`src/hw/rtl/rvx_pkg.sv`:
```
// Shared types and constants of the RV32I executor.
`timescale 1ns / 1ps
package rvx_pkg;

   // Request operation codes
   localparam logic [1:0] OP_WRITE_WORD = 2'd0;
   localparam logic [1:0] OP_EXECUTE    = 2'd1;
   localparam logic [1:0] OP_READ_REG   = 2'd2;

   // Run status codes
   localparam logic [1:0] ST_RUNNING = 2'd0;
   localparam logic [1:0] ST_ECALL   = 2'd1;
   localparam logic [1:0] ST_PC_OUT  = 2'd2;

   // Major opcodes
   localparam logic [6:0] OPC_LUI    = 7'h37;
   localparam logic [6:0] OPC_AUIPC  = 7'h17;
   localparam logic [6:0] OPC_JAL    = 7'h6F;
   localparam logic [6:0] OPC_JALR   = 7'h67;
   localparam logic [6:0] OPC_BRANCH = 7'h63;
   localparam logic [6:0] OPC_LOAD   = 7'h03;
   localparam logic [6:0] OPC_STORE  = 7'h23;
   localparam logic [6:0] OPC_OPIMM  = 7'h13;
   localparam logic [6:0] OPC_OP     = 7'h33;
   localparam logic [31:0] INST_ECALL = 32'h0000_0073;

   localparam logic [4:0] REG_A0 = 5'd10;

   // funct3 codes
   localparam logic [2:0] F3_ADD  = 3'd0;
   localparam logic [2:0] F3_SLL  = 3'd1;
   localparam logic [2:0] F3_SLT  = 3'd2;
   localparam logic [2:0] F3_SLTU = 3'd3;
   localparam logic [2:0] F3_XOR  = 3'd4;
   localparam logic [2:0] F3_SR   = 3'd5;
   localparam logic [2:0] F3_OR   = 3'd6;
   localparam logic [2:0] F3_AND  = 3'd7;

   localparam logic [2:0] F3_BEQ  = 3'd0;
   localparam logic [2:0] F3_BNE  = 3'd1;
   localparam logic [2:0] F3_BLT  = 3'd4;
   localparam logic [2:0] F3_BGE  = 3'd5;
   localparam logic [2:0] F3_BLTU = 3'd6;
   localparam logic [2:0] F3_BGEU = 3'd7;

   localparam logic [2:0] F3_LB  = 3'd0;
   localparam logic [2:0] F3_LH  = 3'd1;
   localparam logic [2:0] F3_LW  = 3'd2;
   localparam logic [2:0] F3_LBU = 3'd4;
   localparam logic [2:0] F3_LHU = 3'd5;

   typedef struct packed {
      logic [1:0]  op;
      logic [13:0] word_address;
      logic [31:0] write_data;
      logic [4:0]  reg_index;
   } req_type;

   typedef struct packed {
      logic [31:0]        reg_value;
      logic signed [31:0] return_value;
      logic [31:0]        current_pc;
      logic [1:0]         halt_status;
   } rsp_type;

   typedef struct packed {
      logic       rd_en;
      logic       wr_en;
      logic [3:0] wr_mask;
   } mem_ctl_type;

   typedef struct packed {
      logic rd_en;
      logic wr_en;
   } rf_ctl_type;

endpackage

```
`src/hw/rtl/rvx_alu.sv`:
```
// Integer ALU and branch compare.
`timescale 1ns / 1ps
module rvx_alu (
   input  logic [2:0]  f3,
   input  logic [6:0]  f7,
   input  logic        reg_form,
   input  logic [31:0] a,
   input  logic [31:0] b,
   output logic [31:0] result,
   output logic        take
);
   logic lt_s;
   logic lt_u;

   assign lt_s = $signed(a) < $signed(b);
   assign lt_u = a < b;

   always_comb begin
      case (f3)
         rvx_pkg::F3_ADD:  result = (reg_form && f7 != 7'h0) ? a - b : a + b;
         rvx_pkg::F3_SLL:  result = a << b[4:0];
         rvx_pkg::F3_SLT:  result = {31'h0, lt_s};
         rvx_pkg::F3_SLTU: result = {31'h0, lt_u};
         rvx_pkg::F3_XOR:  result = a ^ b;
         rvx_pkg::F3_SR:   result = (f7 == 7'h0) ? a >> b[4:0]
                                                 : 32'($signed(a) >>> b[4:0]);
         rvx_pkg::F3_OR:   result = a | b;
         default:          result = a & b;
      endcase
   end

   always_comb begin
      case (f3)
         rvx_pkg::F3_BEQ:  take = a == b;
         rvx_pkg::F3_BNE:  take = a != b;
         rvx_pkg::F3_BLT:  take = lt_s;
         rvx_pkg::F3_BGE:  take = !lt_s;
         rvx_pkg::F3_BLTU: take = lt_u;
         rvx_pkg::F3_BGEU: take = !lt_u;
         default:          take = 1'b0;
      endcase
   end

endmodule

```
`config.mk`:
```
export PLATFORM = sky130hd
export DESIGN_NAME = rvx_alu
export DESIGN_NICKNAME = d
export VERILOG_FILES = /design/src/hw/rtl/rvx_pkg.sv /design/src/hw/rtl/rvx_alu.sv
export SDC_FILE = /design/constraint.sdc
export NUM_CORES = 1
export LEC_CHECK = 0
export BUFFER_PORTS_ARGS = -buffer_cell sky130_fd_sc_hd__buf_2
export CORE_MARGIN = 4
export CORE_UTILIZATION = 41
export DETAILED_ROUTE_END_ITERATION = 10
export MAX_ROUTING_LAYER = met4
export SLEW_MARGIN = 5
export SYNTH_ARGS = -nofsm -noshare
export SYNTH_HDL_FRONTEND = slang
export SYNTH_SLANG_ARGS = --single-unit
```
`constraint.sdc`:
```
create_clock -name vclk -period 4.25
set_input_delay 0.425 -clock vclk [all_inputs]
set_output_delay 0.425 -clock vclk [all_outputs]
set_load 0.005 [all_outputs]
```
==> results.cfg <==
[layout]
design.seq.count = 0
final_cell_mix = 172 x nor2_1, 145 x a21oi_1, 107 x buf_2
final_common_cell = nor2_1
final_util_pct = 46.3
synthToLayoutAreaGrowth_pct = 10.6
num-clock-buffers = 0
drive_gt1_share_pct = 19.2
nNetsFinal = 1581
register_area_um2 = 0

[logic_synthesis]
synthMuxAreaShare_pct = 20.1
yosysSeqAreaShare_pct = 0
synth_xor_area_share_pct = 1.71
synth_top_family_by_area = compound AO/OA/AOI/OAI gates
yosys.area_share.adder_pct = 13.6
synthCells = 1336
synth_area_per_cell_um2 = 6.89
yosysWarnings = 0
ys_types = 79
yosys.area_share.simple_pct = 20.8
syn-cell-area_um2 = 9200
synth_compound_area_share_pct = 34.4
synth_nets = 1510

[setup_path]
arrival_ns = 3.52
worstPathRequired_ns = 3.83
critical_path_class = input pin to primary output
critPathLaunchType = input pin
crit_path_max_fanout = 10
end_kind = primary output

[detailed_routing]
viasPerCell = 6.72
ant_nets = 0
wl_um = 44300
dr.first_iter.drc_count = 1678
num_vias = 11300
first_pass_iters = 6
wl_per_cell_um = 26.2
drc_errors = 0

[grt]
grt_pass1_vias = 10700
track_usage_pct = 35.1
antenna_found_initial = 3
grt_pass1_wl_um = 65800
grt_overflow_total = 0
grt_start_max_net_pins = 73

[sta]
rsz0062_at_grt = false
hold_viol_final = 0
post-route-period-util_pct = 92.8
setup_ws_ns = 0.305
relSlewSlack_pct = 45.4
tns_ns = 0
period_minus_slack_ns = 3.94
setup_viol = 0
slew_violations = 0
max_freq_mhz = 253
worst_pin_slew_ns = 0.811

[job]
cap_violations = 0

[die]
die-area_um2 = 24900
die_y_um = 158
row_count = 54
dieWidth_um = 158
pin_count = 108
coreArea_um2 = 22000
start_util_pct = 41.9

[status]
status = completed

[placement]
dp_hpwl_um = 35300
gp_congestion = 1.06
pre_cts_slack_ns = 0.436
io_buffers = 108

[hold_path]
holdCritPathClass = input pin to primary output

[clocking]
cts.repair.resized = 0
cts_hold_buf = 0
post_cts_buffers = 0
worst paths after layout:
check / startpoint / to / depth (start not counted)
worst max-delay path: a[7] / result[0] / 12
worst min-delay path: b[18] / result[18] / 4
routing by layer:
metal	vias up	wire (um)	global-route usage (%)
met5	-	0	-
met2	707	18600	50.2
met3	108	5280	8.47
li1	5135	-	-
met1	5379	18800	49.3
met4	0	1570	9.42
per-stage QoR:
stage	hold WS, ns	cell area, um2	std cells
after floorplan	1.12	9200	1336
after global placement	1.41	10200	1685
after detailed placement	1.40	10200	1685
after CTS	1.41	10200	1685
after global routing	1.45	10200	1687
final	1.42	10200	1687
synthesized netlist by cell type, types with 7 or more instances:
| cell | number | area (um2) |
|---|---|---|
| o21bai_1 | 9 | 67.6 |
| inv_1 | 98 | 368 |
| o311ai_0 | 8 | 70.1 |
| a21oi_1 | 145 | 726 |
| a211oi_1 | 19 | 143 |
| mux2i_1 | 42 | 420 |
| o22ai_1 | 11 | 68.8 |
| o22a_1 | 8 | 70.1 |
| a211o_1 | 13 | 114 |
| xnor2_1 | 16 | 140 |
| nand2b_1 | 12 | 75.1 |
| nand4_1 | 9 | 56.3 |
| nor2b_1 | 14 | 87.6 |
| clkbuf_1 | 67 | 251 |
| a21o_1 | 14 | 105 |
| nand2_1 | 96 | 360 |
| a221oi_1 | 10 | 87.6 |
| nor3_1 | 39 | 195 |
| o211ai_1 | 34 | 255 |
| a31oi_1 | 20 | 125 |
| nand3_1 | 27 | 135 |
| ha_1 | 97 | 1210 |
| o21a_1 | 12 | 90.1 |
| buf_1 | 12 | 45.0 |
| o31ai_1 | 12 | 90.1 |
| mux4_2 | 57 | 1280 |
| nor4_1 | 11 | 68.8 |
| nor2_1 | 172 | 646 |
| o221ai_1 | 11 | 96.3 |
| or2_2 | 10 | 62.6 |
| mux2_2 | 12 | 135 |
| buf_2 | 17 | 85.1 |
| buf_4 | 7 | 52.6 |
| o21ai_0 | 86 | 430 |
| or3_1 | 10 | 62.6 |
worst max-delay path, cell delays in order:
cell and delay [ns]:
buf_2 0.20, inv_1 0.07, ha_1 0.44, nor2b_1 0.11, o21ai_0 0.32, nand3_1 0.27, o21ai_0 0.40, a21oi_1 0.19
a21oi_1 0.28, a211oi_1 0.12, nor3_1 0.46, buf_2 0.22
cell families after synthesis:
| kind of cell | Yosys count |
|---|---|
| AOI/OAI and AO/OA | 477 |
| xor gates and xnor gates | 18 |
| buffers and inverters | 208 |
| muxes | 112 |
| adders and majority gates | 99 |
| and+or+nand+nor | 422 |
final cells by class:
class	instances	area (um2)
tap	280	350
timing repair buffer	176	1090
multi-input combinational	1128	8350
antenna	2	5.00
fill	2339	11800
inverter	101	379
