$ cat src/hw/rtl/rvx_pkg.sv
// Shared types and constants of the RV32I executor.
`timescale 1ns / 1ps
package rvx_pkg;

   // Request operation codes
   localparam logic [1:0] OP_WRITE_WORD = 2'd0;
   localparam logic [1:0] OP_EXECUTE    = 2'd1;
   localparam logic [1:0] OP_READ_REG   = 2'd2;

   // Run status codes
   localparam logic [1:0] ST_RUNNING = 2'd0;
   localparam logic [1:0] ST_ECALL   = 2'd1;
   localparam logic [1:0] ST_PC_OUT  = 2'd2;

   // Major opcodes
   localparam logic [6:0] OPC_LUI    = 7'h37;
   localparam logic [6:0] OPC_AUIPC  = 7'h17;
   localparam logic [6:0] OPC_JAL    = 7'h6F;
   localparam logic [6:0] OPC_JALR   = 7'h67;
   localparam logic [6:0] OPC_BRANCH = 7'h63;
   localparam logic [6:0] OPC_LOAD   = 7'h03;
   localparam logic [6:0] OPC_STORE  = 7'h23;
   localparam logic [6:0] OPC_OPIMM  = 7'h13;
   localparam logic [6:0] OPC_OP     = 7'h33;
   localparam logic [31:0] INST_ECALL = 32'h0000_0073;

   localparam logic [4:0] REG_A0 = 5'd10;

   // funct3 codes
   localparam logic [2:0] F3_ADD  = 3'd0;
   localparam logic [2:0] F3_SLL  = 3'd1;
   localparam logic [2:0] F3_SLT  = 3'd2;
   localparam logic [2:0] F3_SLTU = 3'd3;
   localparam logic [2:0] F3_XOR  = 3'd4;
   localparam logic [2:0] F3_SR   = 3'd5;
   localparam logic [2:0] F3_OR   = 3'd6;
   localparam logic [2:0] F3_AND  = 3'd7;

   localparam logic [2:0] F3_BEQ  = 3'd0;
   localparam logic [2:0] F3_BNE  = 3'd1;
   localparam logic [2:0] F3_BLT  = 3'd4;
   localparam logic [2:0] F3_BGE  = 3'd5;
   localparam logic [2:0] F3_BLTU = 3'd6;
   localparam logic [2:0] F3_BGEU = 3'd7;

   localparam logic [2:0] F3_LB  = 3'd0;
   localparam logic [2:0] F3_LH  = 3'd1;
   localparam logic [2:0] F3_LW  = 3'd2;
   localparam logic [2:0] F3_LBU = 3'd4;
   localparam logic [2:0] F3_LHU = 3'd5;

   typedef struct packed {
      logic [1:0]  op;
      logic [13:0] word_address;
      logic [31:0] write_data;
      logic [4:0]  reg_index;
   } req_type;

   typedef struct packed {
      logic [31:0]        reg_value;
      logic signed [31:0] return_value;
      logic [31:0]        current_pc;
      logic [1:0]         halt_status;
   } rsp_type;

   typedef struct packed {
      logic       rd_en;
      logic       wr_en;
      logic [3:0] wr_mask;
   } mem_ctl_type;

   typedef struct packed {
      logic rd_en;
      logic wr_en;
   } rf_ctl_type;

endpackage

$ cat src/hw/rtl/rvx_regfile.sv
// Register file: 32 x 32 bits, two registered read ports, valid bits for reset.
`timescale 1ns / 1ps
module rvx_regfile (
   input  logic                 clock,
   input  logic                 reset,
   input  rvx_pkg::rf_ctl_type  ctl,
   input  logic [4:0]           addr_a,
   input  logic [4:0]           addr_b,
   input  logic [4:0]           waddr,
   input  logic [31:0]          wdata,
   output logic [31:0]          rd_a,
   output logic [31:0]          rd_b
);
   logic [31:0] mem_q [32];
   logic [31:0] valid_ff;
   logic [31:0] qa_ff;
   logic [31:0] qb_ff;
   logic        va_ff;
   logic        vb_ff;

   always_ff @(posedge clock) begin
      if (reset) begin
         valid_ff <= '0;
         va_ff    <= 1'b0;
         vb_ff    <= 1'b0;
      end else begin
         if (ctl.wr_en) valid_ff[waddr] <= 1'b1;
         if (ctl.rd_en) begin
            va_ff <= valid_ff[addr_a];
            vb_ff <= valid_ff[addr_b];
         end
      end
   end

   always_ff @(posedge clock) begin
      if (ctl.wr_en) mem_q[waddr] <= wdata;
      if (ctl.rd_en) begin
         qa_ff <= mem_q[addr_a];
         qb_ff <= mem_q[addr_b];
      end
   end

   assign rd_a = va_ff ? qa_ff : 32'h0;
   assign rd_b = vb_ff ? qb_ff : 32'h0;

endmodule

$ cat config.mk
export PLATFORM = sky130hd
export DESIGN_NAME = rvx_regfile
export DESIGN_NICKNAME = d
export VERILOG_FILES = /design/src/hw/rtl/rvx_pkg.sv /design/src/hw/rtl/rvx_regfile.sv
export SDC_FILE = /design/constraint.sdc
export NUM_CORES = 1
export LEC_CHECK = 0
export BUFFER_PORTS_ARGS = -buffer_cell sky130_fd_sc_hd__buf_2
export CORE_MARGIN = 10
export CORE_UTILIZATION = 55
export DETAILED_ROUTE_END_ITERATION = 6
export PLACE_DENSITY_LB_ADDON = 0.1
export SYNTH_ARGS = -nofsm -noshare
export SYNTH_HDL_FRONTEND = slang
export SYNTH_SLANG_ARGS = --single-unit
export TNS_END_PERCENT = 1
$ cat constraint.sdc
create_clock -name clock -period 6.2 [get_ports clock]
set_input_delay 1.24 -clock clock [delete_from_list [all_inputs] [get_ports clock]]
set_output_delay 1.24 -clock clock [all_outputs]
set_load 0.03 [all_outputs]
==> flow_summary.ini, run 1 <==
[status]
outcome = complete, no violations

[worst_setup_path]
reg2reg_from = mem_q[15][19]$_DFFE_PP_
path_cells = buf_8, buf_4, mux4_2, mux4_2, mux2_2
slowest_cell_on_the_critical_path = buf_8
timing_worst_setup_path_type = input port to flip-flop
r2r_slack_ns = 4.22
timing.critical_path.mode_cell = mux4_2
critPathMaxStageDelay_ns = 0.69
rr_endpoint = qb_ff[19]$_DFFE_PP_
cp_top_family = buffers and inverters
capturing_element_type_of_the_critical_path = flip-flop
required_ns = 6.63
worst_r2r_path_depth = 3
crit_path_start_kind = input port
crit_path_max_fanout = 96
arrival_time_at_the_worst_endpoint_ns = 3.85
cp.buffers_inverters = 2

[sta]
fin_crit_sh_pct = 55.2
slew_violations = 0
period_minus_slack_ns = 3.42
worst_clock_skew_ns = 0.0295
setup_viol = 0
fmax_ghz = 0.292
rsz0062_at_grt = false
max-slew-margin-rel_pct = 18.7
timing.final.hold_violations = 0
worst_slew_pin_slew_ns = 1.22
setup_tns_after_final_layout_ns = 0

[routing]
drt_iter0_markers = 3624
antenna_left = 0
total_routed_wirelength_um = 139000
post-route-drc-count = 0
via_to_cell_ratio = 7.10
drt-wirelength-per-cell_um = 37.7
vias = 26100
detail_route.first_pass.iterations = 5

[synthesis]
synth.yosys.warnings = 0
ys_top_cells_by_area = edfxtp_1 64%, mux4_2 28%, mux2_2 1.4%
synthCells = 2248
synth_enable_flop_cells = 1088
ys_async_sr_fraction_pct = 0
synth_seq_cells = 1122
avgSynthCellArea_um2 = 22.6
synthesis.nets = 2299
ys.flop_type = edfxtp_1
post-synth-top-area-cell = edfxtp_1
synth_cell_type_count = 26
synth_seq_area_share_pct = 65.7
post_synth_instance_area_um2 = 50800
netlist.area_leader.share_pct = 64.4

[grt]
grt_max_degree = 97
grt_antenna_before_repair = 6
first_global_vias = 27200
grt_pass1_wl_um = 198000
grt_overflow = 0
grt_use_total_pct = 26.9

[power]
cellPowerDensity_nw_per_um2 = 292
ir_drop_mv = 0.237
combinationalPowerShare_pct = 7.9
clock_power_share_pct = 40.6
power.sequential.fraction_pct = 51.5
internal-power_mw = 12.9
netSwitchingFraction_pct = 21.8
switchingPower_mw = 3.61
power_mw = 16.5
power.leakage_nw = 17.9

[floorplan]
row_count = 111
top_level_ports = 115
die-area_um2 = 105000
placeableCoreArea_um2 = 91700
die_width_um = 324
initial_core_util_pct = 55.4
floorplan.die.height_um = 324

[worst_hold_path]
hold_path.startpoint = valid_ff[22]$_SDFFE_PP0P_
min_path_cells = 2
timing.hold.worst.class = flip-flop to flip-flop
min_delay_endpoint = valid_ff[22]$_SDFFE_PP0P_

[clock_network]
cts-root-buf = clkbuf_16
cts.hold.buffers_added = 0
clockBufferDepth = 3
tritoncts_clock_tree = built
post_cts_resize_count = 0
post_cts_clock_slew_at_the_launch_and_capture_registers_of_the_worst_setup_and_hold_paths_ns = 0.06
clock-sinks = 1122
worst_skew_pair.late_latency_ns = 0.70
post_cts.repair.setup_buffers = 0
htree_num_levels = 3
cts_inserted_buffers = 114

[placement]
gpl.final_weighted_congestion = 0.802
dpl.hpwl_um = 76300
portBuffers = 114

[flow_run]
max_cap_violations = 0

[finish]
layout-drive-gt1-share_pct = 44.1
areaGrowthSynthToFinish_pct = 11.8
filler_cell_count = 6260
most-common-layout-cells = 1088 x edfxtp_1, 640 x mux4_2, 117 x clkbuf_16, 105 x buf_2, 78 x buf_4
layout_commonest_cell = edfxtp_1
final_net_count = 2449
## synthesized netlist by cell type (2+ instances only)
cell type  number
a22oi_1         7
a21oi_1         6
nor2b_1         4
a211oi_1        2
clkbuf_1       75
or3b_2          3
nand2b_1        3
and2_1         66
nand3b_1        5
edfxtp_1     1088
nor2_1        101
mux4_2        640
mux2i_1        32
nand2_1        11
buf_6          16
dfxtp_1        34
mux2_2         64
and3_1          2
buf_2          48
a311oi_1        2
buf_1          26
nand3_1         9
## kinds of logic after synthesis
logic type | after synthesis | synth area share [%]
DFF | 1122 | 65.7
muxes | 736 | 30.5
buffers and inverters | 166 | 1.59
and+or+nand+nor | 206 | 2.00
AOI/OAI and AO/OA | 18 | 0.244
## final cells by class
cell class | instances | area (um2) | area share, %
repair buffers | 200 | 1410 | 2.49
multi-input cells | 960 | 16800 | 29.7
diodes | 2 | 5.00 | 0.00882
flip-flops and latches | 1122 | 33400 | 58.8
clock buffers | 133 | 2990 | 5.27
well taps | 1186 | 1480 | 2.62
clock inverters | 75 | 639 | 1.13
## state kept, by name, indices dropped and copies added, names as in the netlist
signal,flops
mem_q,1024
qa_ff,32
qb_ff,32
va_ff,1
valid_ff,32
vb_ff,1
## worst min-delay path: cells and delay by family, from the launching register on
family           cells  cell delay, ns
DFF                  1            0.32
and+or+nand+nor      2            0.14
## stage by stage
stage          cells  hold slack (ns)  cell area (um2)  util (%)  setup slack (ns)
4_1_cts         3676            0.499            56700      61.9              2.78
3_3_place_gp    3468            0.472            53100      57.9              2.08
3_5_place_dp    3468            0.486            53100      57.9              2.05
2_1_floorplan   2248            0.462            50800         -              2.49
6_report        3678            0.500            56700      61.9              2.78
5_1_grt         3676            0.522            56700      61.9              2.67
## layer usage
metal | vias to the layer above | part of all wire, % | wire length (um) | track usage (%)
met3 | 182 | 9.9 | 13700 | 5.48
met5 | - | 0.021 | 29 | 0
li1 | 10200 | - | - | -
met4 | 6 | 2.4 | 3290 | 6.79
met1 | 14400 | 38 | 53200 | 38.1
met2 | 1372 | 49 | 68300 | 43.1
## power by group through the flow
stage               clock network (mW)  registers, mW  logic (mW)
global route                      7.12           8.53        1.38
floorplan                            0           8.65       0.880
finish                            6.72           8.52        1.31
global placement                     0           8.67        1.30
detailed placement                   0           8.68        1.32
CTS                               6.81           8.52        1.32
## how the worst max path moves through the flow
stage	end	from	slack [ns]	cells after the start
finish	qb_ff[27]$_DFFE_PP_	addr_b[1]	2.78	5
global route	qa_ff[8]$_DFFE_PP_	addr_a[0]	2.67	5
CTS	qa_ff[3]$_DFFE_PP_	addr_a[0]	2.78	5
detailed placement	qa_ff[3]$_DFFE_PP_	addr_a[0]	2.05	5
global placement	qa_ff[3]$_DFFE_PP_	addr_a[0]	2.08	5
floorplan	mem_q[12][0]$_DFFE_PP_	waddr[0]	2.49	3
Power figures use the tool's default switching activity.
==> run 2, diff against run 1 <==
==> constraint.sdc (replaced) <==
create_clock -name clock -period 3.5 [get_ports clock]
set_input_delay 0.7 -clock clock [delete_from_list [all_inputs] [get_ports clock]]
set_output_delay 0.7 -clock clock [all_outputs]
set_load 0.03 [all_outputs]
==> flow_summary.ini, run 2 (synthesized netlist as in run 1, its figures left out) <==
[status]
outcome = complete, no violations

[sta]
setup_tns_after_final_layout_ns = 0
period_minus_slack_ns = 3.15
fmax_ghz = 0.318
fin_crit_sh_pct = 89.9
timing.final.hold_violations = 0
rsz0062_at_grt = false
worst_slew_pin_slew_ns = 1.23
setup_viol = 0
worst_clock_skew_ns = 0.0221
max-slew-margin-rel_pct = 18.1
slew_violations = 0

[floorplan]
placeableCoreArea_um2 = 91700
top_level_ports = 115
initial_core_util_pct = 55.4
floorplan.die.height_um = 324
die-area_um2 = 105000
die_width_um = 324
row_count = 111

[finish]
fin_area_um2 = 58000
areaGrowthSynthToFinish_pct = 14.4
layout-drive-gt1-share_pct = 45.8
most-common-layout-cells = 1088 x edfxtp_1, 640 x mux4_2, 119 x clkbuf_16, 105 x buf_2, 76 x buf_4
final_net_count = 2503
layout_commonest_cell = edfxtp_1
largest_register = mem_q
largest_reg_flops = 1024

[routing]
vias = 26400
total_routed_wirelength_um = 139000
drt_iter0_markers = 3515
via_to_cell_ratio = 7.07
post-route-drc-count = 0
antenna_left = 0
drt-wirelength-per-cell_um = 37.2
detail_route.first_pass.iterations = 6

[power]
ir_drop_mv = 0.402
power.leakage_nw = 18.5
cellPowerDensity_nw_per_um2 = 517

[worst_setup_path]
required_ns = 2.80
crit_path_max_fanout = 28
timing_worst_setup_path_type = flip-flop to output port
crit_path_start_kind = flip-flop
capturing_element_type_of_the_critical_path = output port
arrival_time_at_the_worst_endpoint_ns = 2.45

[grt]
grt_use_total_pct = 27.1
busiest_layer = met2
grt_overflow = 0
first_global_vias = 27600
grt_antenna_before_repair = 5
groute.layer.met2.usage_pct = 43.7
grt_pass1_wl_um = 199000
globalRouteMet1Util_pct = 36.9
grt_max_degree = 62
gr-usage-met3_pct = 6.08

[clock_network]
clock-sinks = 1122
worst_skew_pair.late_latency_ns = 0.70
post_cts.repair.setup_buffers = 0
clockBufferDepth = 3
tritoncts_clock_tree = built
post_cts_resize_count = 0
cts.hold.buffers_added = 0
cts-root-buf = clkbuf_16
htree_num_levels = 3
post_cts_clock_slew_at_the_launch_and_capture_registers_of_the_worst_setup_and_hold_paths_ns = 0.06
cts_inserted_buffers = 114

[placement]
portBuffers = 114
dpl.hpwl_um = 78500
post_dp_cell_area_um2 = 54200
gpl.final_weighted_congestion = 0.802

[flow_run]
max_cap_violations = 0

[worst_hold_path]
timing.hold.worst.class = input port to flip-flop
[run 2: cell count changes in the layout (fill, tap and decap cells not counted)]
cell	before	now
clkinv_1	35	20
bufinv_16	11	15
clkbuf_16	117	119
clkinv_4	2	3
buf_12	11	67
buf_4	78	76
clkbuf_8	0	5
inv_6	2	1
clkinvlp_4	7	3
clkbuf_1	16	21
clkinv_2	18	27
[run 2: worst paths after layout]
path,from,to,slack (ns),depth (start not counted)
worst max-delay path,vb_ff$_SDFFE_PP0P_,rd_b[26],0.35,3
worst min-delay path,wdata[4],mem_q[28][4]$_DFFE_PP_,0.49,1
worst max register to register,mem_q[3][7]$_DFFE_PP_,qb_ff[7]$_DFFE_PP_,1.55,3
worst min register to register,valid_ff[0]$_SDFFE_PP0P_,valid_ff[0]$_SDFFE_PP0P_,0.50,2
[run 2: layout make-up]
type	count	area, um2
Sequential cell	1122	33400
Antenna cell	2	5.00
Fill cell	6047	33600
Clock inverter	69	718
Timing Repair Buffer	254	2520
Tap cell	1186	1480
Clock buffer	145	3130
Multi-Input combinational cell	960	16800
[run 2: metal layers]
layer,part of all wire (%),vias to the layer above
met2,50,1539
li1,-,10300
met5,0.023,-
met3,10,256
met1,37,14300
met4,2.9,6
[run 2: worst max-delay path: stages, from the launching register on]
cell     delay [ns]
dfxtp_2        1.10
buf_4          0.31
and2_1         0.15
buf_2          0.20
[run 2: power by group]
part / leakage [nW] / total (mW) / switching, mW / internal, mW
clock: 1.89 / 12.5 / 5.10 / 7.38
combinational: 6.44 / 2.40 / 1.24 / 1.16
sequential: 10.1 / 15.1 / 0.117 / 15.0
total: 18.5 / 30.0 / 6.46 / 23.5
[run 2: stage by stage]
stage / hold slack [ns] / util [%] / instances / setup slack (ns) / total power, mW
6_report: 0.494 / 63.3 / 3738 / 0.354 / 30.0
5_1_grt: 0.513 / 63.3 / 3737 / 0.328 / 30.9
4_1_cts: 0.469 / 63.3 / 3736 / 0.373 / 30.2
3_5_place_dp: 0.487 / 59.1 / 3522 / 0.441 / 17.8
3_3_place_gp: 0.474 / 59.1 / 3522 / 0.466 / 17.7
2_1_floorplan: 0.462 / - / 2248 / 0.334 / 16.9
